### src/hdl/emt_pkg.sv
package emt_pkg;

  localparam int DIGIT_W      = 4;
  localparam int ACC_W        = 64;
  localparam int RAW_W        = 32;
  localparam int RAW_MAX_BITS = 32;
  localparam int BITS_W       = 6;
  localparam int N_DIGITS     = ACC_W / DIGIT_W;
  localparam int RAW_DIGITS   = RAW_W / DIGIT_W;
  localparam int DIG_IDX_W    = $clog2(N_DIGITS);
  localparam int RAW_IDX_W    = $clog2(RAW_DIGITS);
  localparam int DIV_CNT_W    = $clog2(ACC_W);

  localparam int CFG_IDX_W    = 2;
  localparam int CFG_W        = ACC_W;

  localparam int IN_FIELDS_W  = 2 * RAW_W + 2;
  localparam int IN_W         = ((IN_FIELDS_W + 7) / 8) * 8;
  localparam int OUT_FIELDS_W = 4 * ACC_W + 3;
  localparam int OUT_W        = ((OUT_FIELDS_W + 7) / 8) * 8;

  typedef logic [DIGIT_W-1:0] digit_t;

  typedef enum logic [CFG_IDX_W-1:0] {
    CFG_RAW_BITS       = 2'd0,
    CFG_HOME_RAW       = 2'd1,
    CFG_COUNTS_PER_REV = 2'd2,
    CFG_START_COUNT    = 2'd3
  } cfg_reg_t;

  typedef enum logic [2:0] {
    ST_IDLE,
    ST_PASS_A,
    ST_PREP,
    ST_DIVIDE,
    ST_FOLD,
    ST_SIDE,
    ST_PASS_C,
    ST_DONE
  } state_t;

  typedef enum logic [1:0] {
    REF_KEEP,
    REF_SNAP,
    REF_ABS,
    REF_LATCH
  } ref_src_t;

  typedef enum logic [1:0] {
    SIDE_NONE = 2'd0,
    SIDE_POS  = 2'd1,
    SIDE_NEG  = 2'd2
  } side_t;

  typedef struct packed {
    logic   carry;
    logic   sgn;
    digit_t ext;
  } wrap_t;

  typedef struct packed {
    logic   carry;
    digit_t sum;
  } sum_t;

  // Carry, sign and zero state of the first digit pass
  typedef struct packed {
    logic c_d1;
    logic s_d1;
    logic c_d2;
    logic s_d2;
    logic c_d3;
    logic s_d3;
    logic c_acc;
    logic c_abs;
    logic c_lref;
    logic c_neg;
    logic zero;
  } chain_a_t;

  localparam chain_a_t CHAIN_A_INIT = '{
    c_d1: 1'b1, s_d1: 1'b0, c_d2: 1'b1, s_d2: 1'b0, c_d3: 1'b1, s_d3: 1'b0,
    c_acc: 1'b0, c_abs: 1'b0, c_lref: 1'b0, c_neg: 1'b1, zero: 1'b1
  };

  typedef struct packed {
    logic busy;
    logic last;
  } div_stat_t;

  function automatic sum_t add_digit(input digit_t a, input digit_t b, input logic cin);
    sum_t r;
    logic [DIGIT_W:0] s;
    s = {1'b0, a} + {1'b0, b} + {{DIGIT_W{1'b0}}, cin};
    r.carry = s[DIGIT_W];
    r.sum   = s[DIGIT_W-1:0];
    return r;
  endfunction

  // One digit of (a - b) mod 2^bits, sign-extended above bit bits-1.
  function automatic wrap_t wrap_digit(input digit_t a, input digit_t b, input logic cin,
                                       input logic sgn_in, input logic [DIG_IDX_W-1:0] k,
                                       input logic [BITS_W-1:0] bits);
    wrap_t r;
    logic c;
    logic s;
    logic d;
    logic [BITS_W-1:0] pos;
    c = cin;
    s = sgn_in;
    r.ext = '0;
    for (int j = 0; j < DIGIT_W; j++) begin
      pos = BITS_W'(int'(k) * DIGIT_W + j);
      d = a[j] ^ ~b[j] ^ c;
      c = (a[j] & ~b[j]) | (a[j] & c) | (~b[j] & c);
      if (pos < bits) begin
        r.ext[j] = d;
        if (pos == bits - BITS_W'(1)) begin
          s = d;
        end
      end else begin
        r.ext[j] = s;
      end
    end
    r.carry = c;
    r.sgn   = s;
    return r;
  endfunction

endpackage

### src/hdl/encoder_multiturn_tracker.sv
// Multiturn encoder tracker. Each input transaction carries one raw encoder sample; the
// wrapped signed step from the previous sample is added to a 64-bit count, and one result
// transaction returns the encoder, home-relative, reference-relative and reference counts
// with the home-side flags and the index enable after homing. The 64-bit arithmetic runs
// through shift registers one 4-bit digit per cycle. Each accepted item goes through the
// delta and count pass, a preparation state, the reference pass and a hand-over state back
// to idle, where the next transaction is taken. A previous result that is not yet taken
// holds the block in the hand-over state. With index_enable set and at least four counts
// per revolution a bit-serial restoring divider forms the position modulo counts_per_rev
// after the preparation state, followed by a fold and a side state. One item is worked on
// at a time; the next is accepted while the previous result still waits in the output
// register. The user must write configuration via cfg_we, cfg_index and cfg_data while
// the block is idle, which it does not enforce; writing start_count also loads the count.
module encoder_multiturn_tracker import emt_pkg::*; (
  input  logic                 clk,
  input  logic                 rst,
  input  logic                 s_tvalid,
  output logic                 s_tready,
  // raw_count, latch_raw, index_enable, position_reset, zero fill
  input  logic [IN_W-1:0]      s_tdata,
  // latch_valid
  input  logic                 s_tuser,
  output logic                 m_tvalid,
  input  logic                 m_tready,
  // encoder_count, absolute_count, relative_count, reference_count,
  // at_or_below_home, at_or_above_home, index_enable_out, zero fill
  output logic [OUT_W-1:0]     m_tdata,
  input  logic                 cfg_we,
  input  logic [CFG_IDX_W-1:0] cfg_index,
  input  logic [CFG_W-1:0]     cfg_data
);

  state_t state;
  state_t state_next;

  logic [BITS_W-1:0]    bits_cfg;
  logic [RAW_W-1:0]     home_raw;
  logic [RAW_W-1:0]     counts_per_rev;

  logic [DIG_IDX_W-1:0] cnt;
  logic [ACC_W-1:0]     acc_sr;
  logic [ACC_W-1:0]     abs_sr;
  logic [ACC_W-1:0]     nabs_sr;
  logic [ACC_W-1:0]     lref_sr;
  logic [ACC_W-1:0]     ref_sr;
  logic [RAW_W-1:0]     raw_sr;
  logic [RAW_W-1:0]     prev_sr;
  logic [RAW_W-1:0]     lraw_sr;

  logic                 lvalid;
  logic                 ien;
  logic                 preset;
  logic                 first_step;
  side_t                index_side;
  logic [RAW_W-1:0]     last_cpr;

  chain_a_t             chain;
  chain_a_t             chain_next;
  logic                 c_snap;
  logic                 c_rel;

  logic [RAW_W-1:0]     fold;
  logic [RAW_W-1:0]     mag;
  logic                 mneg;
  logic                 capture;

  logic [OUT_W-1:0]     out_data;
  logic                 out_valid;

  logic [BITS_W-1:0]    bits_eff;
  logic [RAW_W-3:0]     win;
  logic                 short_rev;
  logic                 homing;
  logic                 in_raw;
  logic                 accept;
  logic                 div_start;
  logic                 load_out;
  logic                 abs_neg;

  digit_t               acc_dig;
  digit_t               abs_dig;
  digit_t               nabs_dig;
  digit_t               lref_dig;
  digit_t               home_dig;
  digit_t               mag_dig;
  digit_t               ref_dig;
  sum_t                 snap;
  sum_t                 rel;
  ref_src_t             ref_src;

  div_stat_t            div_stat;
  logic [RAW_W-1:0]     div_rem;

  logic [RAW_W-1:0]     half;
  logic [RAW_W-1:0]     fold_val;
  logic                 over_half;
  logic [RAW_W-1:0]     mag_val;
  side_t                side_new;
  logic                 capture_val;
  logic                 ien_out;

  always_comb begin
    if (bits_cfg == '0) begin
      bits_eff = BITS_W'(1);
    end else if (bits_cfg > BITS_W'(RAW_MAX_BITS)) begin
      bits_eff = BITS_W'(RAW_MAX_BITS);
    end else begin
      bits_eff = bits_cfg;
    end
  end

  assign win       = counts_per_rev[RAW_W-1:2];
  assign short_rev = (win == '0);
  assign homing    = ien && !short_rev;
  assign in_raw    = cnt < DIG_IDX_W'(RAW_DIGITS);
  assign accept    = s_tvalid && s_tready;
  assign abs_neg   = abs_sr[ACC_W-1];
  assign home_dig  = home_raw[DIGIT_W*cnt[RAW_IDX_W-1:0] +: DIGIT_W];

  emt_pass_a u_pass_a (
    .k          (cnt),
    .bits       (bits_eff),
    .first      (first_step),
    .raw_dig    (raw_sr[DIGIT_W-1:0]),
    .prev_dig   (prev_sr[DIGIT_W-1:0]),
    .lraw_dig   (lraw_sr[DIGIT_W-1:0]),
    .home_dig   (home_dig),
    .acc_dig    (acc_sr[DIGIT_W-1:0]),
    .chain      (chain),
    .chain_next (chain_next),
    .acc_out    (acc_dig),
    .abs_out    (abs_dig),
    .nabs_out   (nabs_dig),
    .lref_out   (lref_dig)
  );

  emt_divider u_divider (
    .clk       (clk),
    .rst       (rst),
    .start     (div_start),
    .dividend  (abs_neg ? nabs_sr : abs_sr),
    .divisor   (counts_per_rev),
    .stat      (div_stat),
    .remainder (div_rem)
  );

  // symmetric fold of the remainder into [-cpr/2, cpr/2]
  always_comb begin
    half = counts_per_rev >> 1;
    if (!abs_neg || div_rem == '0) begin
      fold_val = div_rem;
    end else begin
      fold_val = counts_per_rev - div_rem;
    end
    over_half = fold > half;
    mag_val   = over_half ? (counts_per_rev - fold) : fold;
    side_new  = over_half ? SIDE_NEG : SIDE_POS;
    capture_val = (index_side != SIDE_NONE) && (side_new != index_side) &&
                  (mag_val <= {2'b00, win});
  end

  // reference pass source: first sample or preset first, then latch, index capture, short-period reset
  always_comb begin
    if (first_step || preset) begin
      ref_src = REF_ABS;
    end else if (lvalid) begin
      ref_src = REF_LATCH;
    end else if (capture) begin
      ref_src = REF_SNAP;
    end else if (ien && short_rev) begin
      ref_src = REF_ABS;
    end else begin
      ref_src = REF_KEEP;
    end

    mag_dig = in_raw ? mag[DIGIT_W*cnt[RAW_IDX_W-1:0] +: DIGIT_W] : '0;
    snap    = add_digit(abs_sr[DIGIT_W-1:0], mneg ? mag_dig : ~mag_dig, c_snap);

    case (ref_src)
      REF_KEEP:  ref_dig = ref_sr[DIGIT_W-1:0];
      REF_SNAP:  ref_dig = snap.sum;
      REF_ABS:   ref_dig = abs_sr[DIGIT_W-1:0];
      REF_LATCH: ref_dig = lref_sr[DIGIT_W-1:0];
      default:   ref_dig = ref_sr[DIGIT_W-1:0];
    endcase

    rel = add_digit(abs_sr[DIGIT_W-1:0], ~ref_dig, c_rel);
  end

  assign ien_out = ien && !short_rev && !capture;

  always_comb begin
    state_next = state;
    s_tready   = 1'b0;
    div_start  = 1'b0;
    load_out   = 1'b0;
    case (state)
      ST_IDLE: begin
        s_tready = 1'b1;
        if (s_tvalid) begin
          state_next = ST_PASS_A;
        end
      end
      ST_PASS_A: begin
        if (cnt == DIG_IDX_W'(N_DIGITS - 1)) begin
          state_next = ST_PREP;
        end
      end
      ST_PREP: begin
        if (homing) begin
          div_start  = 1'b1;
          state_next = ST_DIVIDE;
        end else begin
          state_next = ST_PASS_C;
        end
      end
      ST_DIVIDE: begin
        if (div_stat.last) begin
          state_next = ST_FOLD;
        end
      end
      ST_FOLD: state_next = ST_SIDE;
      ST_SIDE: state_next = ST_PASS_C;
      ST_PASS_C: begin
        if (cnt == DIG_IDX_W'(N_DIGITS - 1)) begin
          state_next = ST_DONE;
        end
      end
      ST_DONE: begin
        if (!out_valid || m_tready) begin
          load_out   = 1'b1;
          state_next = ST_IDLE;
        end
      end
      default: state_next = ST_IDLE;
    endcase
  end

  always_ff @(posedge clk) begin
    if (rst) begin
      state <= ST_IDLE;
    end else begin
      state <= state_next;
    end
  end

  always_ff @(posedge clk) begin
    if (rst) begin
      out_valid      <= 1'b0;
      first_step     <= 1'b1;
      index_side     <= SIDE_NONE;
      last_cpr       <= '0;
      bits_cfg       <= BITS_W'(RAW_MAX_BITS);
      home_raw       <= '0;
      counts_per_rev <= '0;
      acc_sr         <= '0;
      prev_sr        <= '0;
      ref_sr         <= '0;
    end else begin
      if (cfg_we) begin
        case (cfg_reg_t'(cfg_index))
          CFG_RAW_BITS:       bits_cfg       <= cfg_data[BITS_W-1:0];
          CFG_HOME_RAW:       home_raw       <= cfg_data[RAW_W-1:0];
          CFG_COUNTS_PER_REV: counts_per_rev <= cfg_data[RAW_W-1:0];
          CFG_START_COUNT:    acc_sr         <= cfg_data;
          default: ;
        endcase
      end

      if (accept) begin
        if (!s_tdata[2*RAW_W]) begin
          index_side <= SIDE_NONE;
        end else if (counts_per_rev != '0 && (first_step || counts_per_rev != last_cpr)) begin
          index_side <= SIDE_NONE;
        end
        last_cpr <= counts_per_rev;
      end

      if (state == ST_PASS_A) begin
        acc_sr <= {acc_dig, acc_sr[ACC_W-1:DIGIT_W]};
        if (in_raw) begin
          prev_sr <= {raw_sr[DIGIT_W-1:0], prev_sr[RAW_W-1:DIGIT_W]};
        end
      end

      if (state == ST_SIDE) begin
        index_side <= side_new;
      end

      if (state == ST_PASS_C) begin
        ref_sr <= {ref_dig, ref_sr[ACC_W-1:DIGIT_W]};
        if (cnt == DIG_IDX_W'(N_DIGITS - 1)) begin
          first_step <= 1'b0;
        end
      end

      if (load_out) begin
        out_valid <= 1'b1;
      end else if (m_tready) begin
        out_valid <= 1'b0;
      end
    end
  end

  always_ff @(posedge clk) begin
    if (accept) begin
      raw_sr  <= s_tdata[RAW_W-1:0];
      lraw_sr <= s_tdata[2*RAW_W-1:RAW_W];
      ien     <= s_tdata[2*RAW_W];
      preset  <= s_tdata[2*RAW_W+1];
      lvalid  <= s_tuser;
      chain   <= CHAIN_A_INIT;
      cnt     <= '0;
    end

    case (state)
      ST_PASS_A: begin
        abs_sr  <= {abs_dig, abs_sr[ACC_W-1:DIGIT_W]};
        nabs_sr <= {nabs_dig, nabs_sr[ACC_W-1:DIGIT_W]};
        lref_sr <= {lref_dig, lref_sr[ACC_W-1:DIGIT_W]};
        if (in_raw) begin
          raw_sr  <= {{DIGIT_W{1'b0}}, raw_sr[RAW_W-1:DIGIT_W]};
          lraw_sr <= {{DIGIT_W{1'b0}}, lraw_sr[RAW_W-1:DIGIT_W]};
        end
        chain <= chain_next;
        cnt   <= cnt + DIG_IDX_W'(1);
      end
      ST_PREP: begin
        if (!homing) begin
          capture <= 1'b0;
          mneg    <= 1'b0;
          mag     <= '0;
          c_snap  <= 1'b1;
          c_rel   <= 1'b1;
        end
        cnt <= '0;
      end
      ST_FOLD: begin
        fold <= fold_val;
      end
      ST_SIDE: begin
        mag     <= mag_val;
        mneg    <= over_half;
        capture <= capture_val;
        // snap = abs + mag when the remainder is negative, abs - mag otherwise
        c_snap  <= !over_half;
        c_rel   <= 1'b1;
        cnt     <= '0;
      end
      ST_PASS_C: begin
        abs_sr  <= {abs_sr[DIGIT_W-1:0], abs_sr[ACC_W-1:DIGIT_W]};
        lref_sr <= {rel.sum, lref_sr[ACC_W-1:DIGIT_W]};
        c_snap  <= snap.carry;
        c_rel   <= rel.carry;
        cnt     <= cnt + DIG_IDX_W'(1);
      end
      default: ;
    endcase

    if (load_out) begin
      out_data <= {{(OUT_W - OUT_FIELDS_W){1'b0}}, ien_out, !abs_neg, abs_neg | chain.zero,
                   ref_sr, lref_sr, abs_sr, acc_sr};
    end
  end

  assign m_tvalid = out_valid;
  assign m_tdata  = out_data;

  a_div_in_divide: assert property (@(posedge clk) disable iff (rst)
    div_stat.busy |-> state == ST_DIVIDE)
    else $error("divider running outside the divide phase");

  a_rel_matches: assert property (@(posedge clk) disable iff (rst)
    m_tvalid |-> (out_data[3*ACC_W-1:2*ACC_W] ==
                  out_data[2*ACC_W-1:ACC_W] - out_data[4*ACC_W-1:3*ACC_W]))
    else $error("relative count does not match absolute minus reference");

  a_home_flags: assert property (@(posedge clk) disable iff (rst)
    m_tvalid |-> ((out_data[4*ACC_W+1] == !out_data[2*ACC_W-1]) &&
                  (out_data[4*ACC_W] || out_data[4*ACC_W+1])))
    else $error("home-side flags inconsistent with absolute count");

endmodule

### src/hdl/emt_pass_a.sv
module emt_pass_a import emt_pkg::*; (
  input  logic [DIG_IDX_W-1:0] k,
  input  logic [BITS_W-1:0]    bits,
  input  logic                 first,
  input  digit_t               raw_dig,
  input  digit_t               prev_dig,
  input  digit_t               lraw_dig,
  input  digit_t               home_dig,
  input  digit_t               acc_dig,
  input  chain_a_t             chain,
  output chain_a_t             chain_next,
  output digit_t               acc_out,
  output digit_t               abs_out,
  output digit_t               nabs_out,
  output digit_t               lref_out
);

  logic   in_raw;
  digit_t raw_d;
  digit_t prev_d;
  digit_t lraw_d;
  digit_t home_d;
  wrap_t  d1;
  wrap_t  d2;
  wrap_t  d3;
  sum_t   s_acc;
  sum_t   s_abs;
  sum_t   s_lref;
  sum_t   s_neg;

  assign in_raw = k < DIG_IDX_W'(RAW_DIGITS);

  always_comb begin
    raw_d  = in_raw ? raw_dig : '0;
    // first sample: previous raw is taken from the accumulator's low bits
    prev_d = in_raw ? (first ? acc_dig : prev_dig) : '0;
    lraw_d = in_raw ? lraw_dig : '0;
    home_d = in_raw ? home_dig : '0;

    d1 = wrap_digit(raw_d, prev_d, chain.c_d1, chain.s_d1, k, bits);
    d2 = wrap_digit('0, home_d, chain.c_d2, chain.s_d2, k, bits);
    d3 = wrap_digit(lraw_d, raw_d, chain.c_d3, chain.s_d3, k, bits);

    s_acc  = add_digit(acc_dig, d1.ext, chain.c_acc);
    s_abs  = add_digit(s_acc.sum, d2.ext, chain.c_abs);
    s_lref = add_digit(s_abs.sum, d3.ext, chain.c_lref);
    s_neg  = add_digit('0, ~s_abs.sum, chain.c_neg);

    chain_next.c_d1   = d1.carry;
    chain_next.s_d1   = d1.sgn;
    chain_next.c_d2   = d2.carry;
    chain_next.s_d2   = d2.sgn;
    chain_next.c_d3   = d3.carry;
    chain_next.s_d3   = d3.sgn;
    chain_next.c_acc  = s_acc.carry;
    chain_next.c_abs  = s_abs.carry;
    chain_next.c_lref = s_lref.carry;
    chain_next.c_neg  = s_neg.carry;
    chain_next.zero   = chain.zero & (s_abs.sum == '0);

    acc_out  = s_acc.sum;
    abs_out  = s_abs.sum;
    nabs_out = s_neg.sum;
    lref_out = s_lref.sum;
  end

endmodule

### src/hdl/emt_divider.sv
module emt_divider import emt_pkg::*; (
  input  logic             clk,
  input  logic             rst,
  input  logic             start,
  input  logic [ACC_W-1:0] dividend,
  input  logic [RAW_W-1:0] divisor,
  output div_stat_t        stat,
  output logic [RAW_W-1:0] remainder
);

  logic                 busy;
  logic [DIV_CNT_W-1:0] cnt;
  logic [ACC_W-1:0]     dvd;
  logic [RAW_W-1:0]     rem;
  logic [RAW_W-1:0]     rem_next;
  logic [RAW_W:0]       trial;

  // restoring step, one quotient bit a cycle, MSB first
  always_comb begin
    trial = {rem, dvd[ACC_W-1]};
    if (trial >= {1'b0, divisor}) begin
      rem_next = RAW_W'(trial - {1'b0, divisor});
    end else begin
      rem_next = trial[RAW_W-1:0];
    end
  end

  always_ff @(posedge clk) begin
    if (rst) begin
      busy <= 1'b0;
      cnt  <= '0;
    end else if (start) begin
      busy <= 1'b1;
      cnt  <= '0;
    end else if (busy) begin
      cnt <= cnt + DIV_CNT_W'(1);
      if (cnt == DIV_CNT_W'(ACC_W - 1)) begin
        busy <= 1'b0;
      end
    end
  end

  always_ff @(posedge clk) begin
    if (start) begin
      dvd <= dividend;
      rem <= '0;
    end else if (busy) begin
      dvd <= {dvd[ACC_W-2:0], 1'b0};
      rem <= rem_next;
    end
  end

  assign stat.busy = busy;
  assign stat.last = busy && (cnt == DIV_CNT_W'(ACC_W - 1));
  assign remainder = rem;

endmodule

### config.mk
export PLATFORM = sky130hd
export DESIGN_NAME = encoder_multiturn_tracker
export DESIGN_NICKNAME = d
export VERILOG_FILES = /design/src/hdl/emt_pkg.sv /design/src/hdl/encoder_multiturn_tracker.sv /design/src/hdl/emt_pass_a.sv /design/src/hdl/emt_divider.sv
export SDC_FILE = /design/constraint.sdc
export NUM_CORES = 2
export LEC_CHECK = 0
export ABC_AREA = 1
export ABC_CLOCK_PERIOD_IN_PS = 21900
export BUFFER_PORTS_ARGS = -buffer_cell sky130_fd_sc_hd__buf_2
export CAP_MARGIN = 20
export CORE_AREA = 3 3 368 370
export CTS_CLUSTER_DIAMETER = 200
export DETAILED_ROUTE_END_ITERATION = 10
export DIE_AREA = 0 0 371 373
export PLACE_DENSITY = 0.52
export SLEW_MARGIN = 25
export SYNTH_ARGS = -nofsm -noshare
export SYNTH_HDL_FRONTEND = slang
export SYNTH_HIERARCHICAL = 1
export SYNTH_SLANG_ARGS = --single-unit
### constraint.sdc
create_clock -name clk -period 21.9 [get_ports clk]
set_clock_uncertainty 0.1 [all_clocks]
set_input_delay 4.38 -clock clk [delete_from_list [all_inputs] [get_ports clk]]
set_output_delay 4.38 -clock clk [all_outputs]
set_load 0.02 [all_outputs]
# --- After elaboration in Yosys (flattened, before gate mapping) ---
# Index checks and enable logic that the tools add are counted.
totals:
  register_bits: 973
  inputBits: 144
  output_inout_bits: 266
  wordCells: 332
op_classes:
  n_addsub: 20
  n_lt_le_gt_ge: 9
  eq_ne: 28
  n_shift: 2
  n_mux: 101
  bitwise: 81
  reduce_logical: 49
op_table:
  columns: ["operator", "n"]
  rows:
  - ["2-to-1 mux 64 bit", 6]
  - ["2-to-1 mux 32 bit", 10]
  - ["one-hot mux 64 bit (2 select lines)", 2]
  - ["subtractor 32 bit", 3]
  - ["one-hot mux 32 bit (2 select lines)", 1]
  - ["variable part select 32 x 6 -> 4 bit", 2]
  - ["2-to-1 mux 1 bit", 48]
  - [">= comparator 33 x 32 -> 1 bit", 1]
  - ["> comparator 32 x 31 -> 1 bit", 1]
  - ["less-or-equal comparator 32 x 30 -> 1 bit", 1]
  - ["logical NOT 32 bit", 1]
  - ["2-to-1 mux 4 bit", 8]
  - ["inequality test 32 bit", 1]
  - ["nonzero test 32 bit", 1]
  - ["logical NOT 30 bit", 1]
  - ["bitwise AND 1 bit", 29]
  - ["adder 4 x 4 -> 5 bit", 5]
  - ["adder 5 x 1 -> 5 bit", 5]
  - ["== test 6 bit", 4]
  - ["< comparator 6 bit", 4]
  - ["one-hot mux 3 bit (8 select lines)", 1]
  - ["2-to-1 mux 11 bit", 2]
  - ["XOR 1 bit", 20]
  - ["2-to-1 mux 2 bit", 9]
  - ["38 further kinds", 124]

# --- Logic depth before layout (Yosys ltp) ---
logic_depth:
  depth_word: 21
  mapped_depth: 34
  mapped_depth_nobuf: 34

# --- By module ---
# Netlist, hierarchy kept.
by_module_without_submodules:
  columns: ["mod", "n_inst", "cells_per_inst", "area_per_inst_um2", "seq_area_each_um2"]
  rows:
  - ["encoder_multiturn_tracker", 1, 3820, 37407.1, 22791.9]
  - ["emt_divider", 1, 1101, 7221.9, 2702.6]
  - ["emt_pass_a", 1, 259, 1589.0, 0.0]

# --- Least setup slack after synthesis ---
# OpenSTA, ideal clock, no wires.
synth_path:
  kind: "input to register"
  start: "input port m_tready"
  end: "register out_data[0] (netlist: m_tdata[0]) (enable)"
  setup_ns: 1.196
  arrival_ns: 21.836
  t_required_ns: 20.604
  path_slack_ns: -1.232
  cell_stages: 2
  path_buffers: 0
  cell_sequence: "nor2_1 > nor3_1"
synth_via:
  elab_chain_cells: 3
synth_rtl:
  columns: ["item", "line_no", "source"]
  rows:
  - ["from (decl)", "encoder_multiturn_tracker.sv:24", "input logic m_tready,"]
  - ["logical OR 1 bit", "encoder_multiturn_tracker.sv:230", "if (!out_valid || m_tready) begin"]
  - ["2-to-1 mux 1 bit", "encoder_multiturn_tracker.sv:230", null]
  - ["2-to-1 mux 1 bit", "encoder_multiturn_tracker.sv:197", "case (state)"]
  - ["net load_out", "encoder_multiturn_tracker.sv:77", "logic load_out;"]
  - ["to (signal assigned)", "encoder_multiturn_tracker.sv:361", "out_data <= {{(OUT_W - OUT_FIELDS_W){1'b0}}, ien_out, !abs_neg, abs_neg | chain.zero,"]
  - ["to (decl)", "encoder_multiturn_tracker.sv:67", "logic [OUT_W-1:0] out_data;"]
# The timed path passes the listed nets, and every way through them passes these cells.
# A chain may end at the register's enable or synchronous reset.

# --- Worst setup path in the final report ---
layout_path:
  start: "register state[1]"
  end: "output port s_tready"
layout_via:
  elab_chain_cells: 2
layout_rtl:
  columns: ["item", "line_no", "source"]
  rows:
  - ["from (decl)", "encoder_multiturn_tracker.sv:33", "state_t state;"]
  - ["from (signal assigned)", "encoder_multiturn_tracker.sv:243", "state <= state_next;"]
  - ["logical NOT 3 bit", "encoder_multiturn_tracker.sv:197", null]
  - ["2-to-1 mux 1 bit", "encoder_multiturn_tracker.sv:197", null]
  - ["to (decl)", "encoder_multiturn_tracker.sv:18", "output logic s_tready,"]
# No other way between the ends.

==> results.md <==
- Status: completed
- CTS tree: built
- Worst skew pair latency: approximately 0.73 ns
- Finished Layout Cells: roughly 7400
- CP cell instances: nor2_1, inv_1, nor2_4, buf_2
- Cts bufs inserted: roughly 110
- Net switching power: between 3000 and 4000 uW
- All-Layer GR Usage: 0.197
- Synth Instances: ~5200
- Max incr delay on CP: 0.40 ns
- Synth Cell Area: between 40000 and 50000 sq um
- Int Power: roughly 4900 uW
- Startpoint class of the critical path: flop
- Logic pwr share: 0.426
- Total congestion overflow: 0
- Cell Rows: between 100 and 150
- Placer Congestion: 0.929
- Routed wire length: 140000 um
- Largest net degree at the start of global routing: between 150 and 200
- Slew @ Worst Pin: roughly 1.1 ns
- Maxcap violations: 0
- CORE AREA: 133000 sq um
- Initial DRC Count: 2798
- Worst vdd ir: about 0.00015 V
- Setup Viol. Count Final: 0
- Avg WL per Cell: between 15 and 20 um
- TritonRoute pass-1 iters: 5
- Synthesis Warnings: 6
- Clock Power Share: 0.228
- Vias in the first global route: ~34000
- # H-tree levels: 3
- ANT nets after route: 0
- Clock transition at path regs: 0.06 ns
- CTS Sinks: between 900 and 1000
- Initial Utilization: 0.348
- Post-CTS setup buffers: 0
- Tmin final: 6.38 ns
- Net Sw Frac: 0.416
- Clock Tree Buf Depth: 3
- Layout cells sized above 1: 0.126
- First-pass GRT wire length: approximately 210000 um
- Height of the die: approximately 370 um
- Num ports: 410
- Pwr/cell area: ~150 nW/um^2
- Pleak: approximately 0.023 uW
- Initial antenna violation count: 15
- RSZ-0062 raised after global routing: no
- Worst Hold Class: reg -> reg
- CP delay by family, top: buffers and inverters
- Critical Path End Type: output pin
- R2r setup slk: 15.97 ns
- Post-cts resize count: 0
- Max-slew headroom: 0.262
- Crit-path slowest cell: dfxtp_1
- Fin crit share: 0.291
- Mapped Avg Cell Area: around 9 sq um
- CP bufs+invs: 2
- HPWL after DPL: just over 100000 um
- Port buffer count: 398
- Sequential power share: 0.345
- Final #Nets: just under 6000
- Max Transition Viols Final: 0
- Final hold vios: 0
- Critical path fanouts, max: 7
- Setup TNS: 0 ns
- FMAX: 0.157 GHz
- Die extent in x: 371 um
- Layout area overhead: 16.2%
- Die area: ~140000 sq um
- Root buffer cell: clkbuf_16
- Hold Buf Count CTS: 0
- WS Path Type: reg -> out
- Vias per inst: 4.89
- Remaining DRCs: 0
- Routed vias: between 30000 and 40000
- DP Cell Count: 7180
- Arrival @ worst endpoint: ~1.9 ns
- Data required, critical path: about 17 ns
-- per-layer routing --
| metal | share of wire | up-vias | track usage |
|---|---|---|---|
| met1 | 0.47 | 17200 | 0.278 |
| met5 | 0.00033 | - | 0 |
| met4 | 0.020 | 8 | 0.0489 |
| met2 | 0.46 | 865 | 0.316 |
| li1 | - | 18000 | - |
| met3 | 0.054 | 154 | 0.0322 |
-- layout make-up --
class | instances | area (sq um)
sequential | 973 | 25500
tap | 1768 | 2210
antenna | 7 | 17.5
clock inverter | 61 | 764
clock buffer | 146 | 3010
timing repair buffer | 432 | 2290
fill | 13400 | 79300
multi-input combinational | 3435 | 17700
inverter | 572 | 2160
-- power by group through the flow --
stage                     Combinational, uW  Clock (uW)  Sequential (uW)
after floorplan                        2590           0             2780
after CTS                              3560        1950             2880
after detailed placement               3540           0             2910
final                                  3540        1900             2870
after global routing                   4030        2030             2920
after global placement                 3520           0             2900
-- flip-flops by register name, indices dropped and copies added (netlist names), 3 cells and up --
signal and count:
last_cpr 32, state 3, home_raw 32, counts_per_rev 32, u_divider/dvd 64, lraw_sr 32
chain 11, cnt 4, prev_sr 32, u_divider/cnt 6, ref_sr 64, mag 32
bits_cfg 6, u_divider/remainder 32, abs_sr 64, fold 32, m_tdata 259, lref_sr 64
nabs_sr 64, raw_sr 32, acc_sr 64
-- through the flow --
step           total power, uW  cell area (sq um)  hold WS (ns)  utilization  worst slack (ns)
5_1_grt                   8980              53700         0.316        0.404             15.35
6_report                  8310              53700         0.306        0.404             15.52
3_5_place_dp              6450              49900         0.316        0.375             14.91
4_1_cts                   8390              53700         0.302        0.404             15.47
3_3_place_gp              6420              49800         0.312        0.375             14.82
2_1_floorplan             5380              46200         0.308            -              6.77
-- final timing paths --
check                 start            to  depth (start not counted)
hold / removal    ref_sr[1]  m_tdata[193]                          0
setup reg to reg     cnt[3]   lref_sr[63]                         21
setup / recovery   state[1]      s_tready                          4
hold reg to reg   ref_sr[1]  m_tdata[193]                          0
-- cells in the final DEF (no fill, tap or decap), drive strengths merged, types with 7 or more instances in the layout --
master	count
diode	7
nor4	9
o21bai	9
xnor2	36
or2	17
o21ai	543
nor2	410
fa	21
o221ai	9
edfxtp	601
inv	569
clkinv	47
nand4	48
nand2	1366
clkbuf	146
dfxtp	372
a31oi	12
ha	182
nand3b	19
o211ai	7
nor3	33
xor2	42
buf	432
a21oi	396
o22ai	20
bufinv	12
o21a	46
nand3	178
No activity file was read; power rests on OpenSTA's default activity.
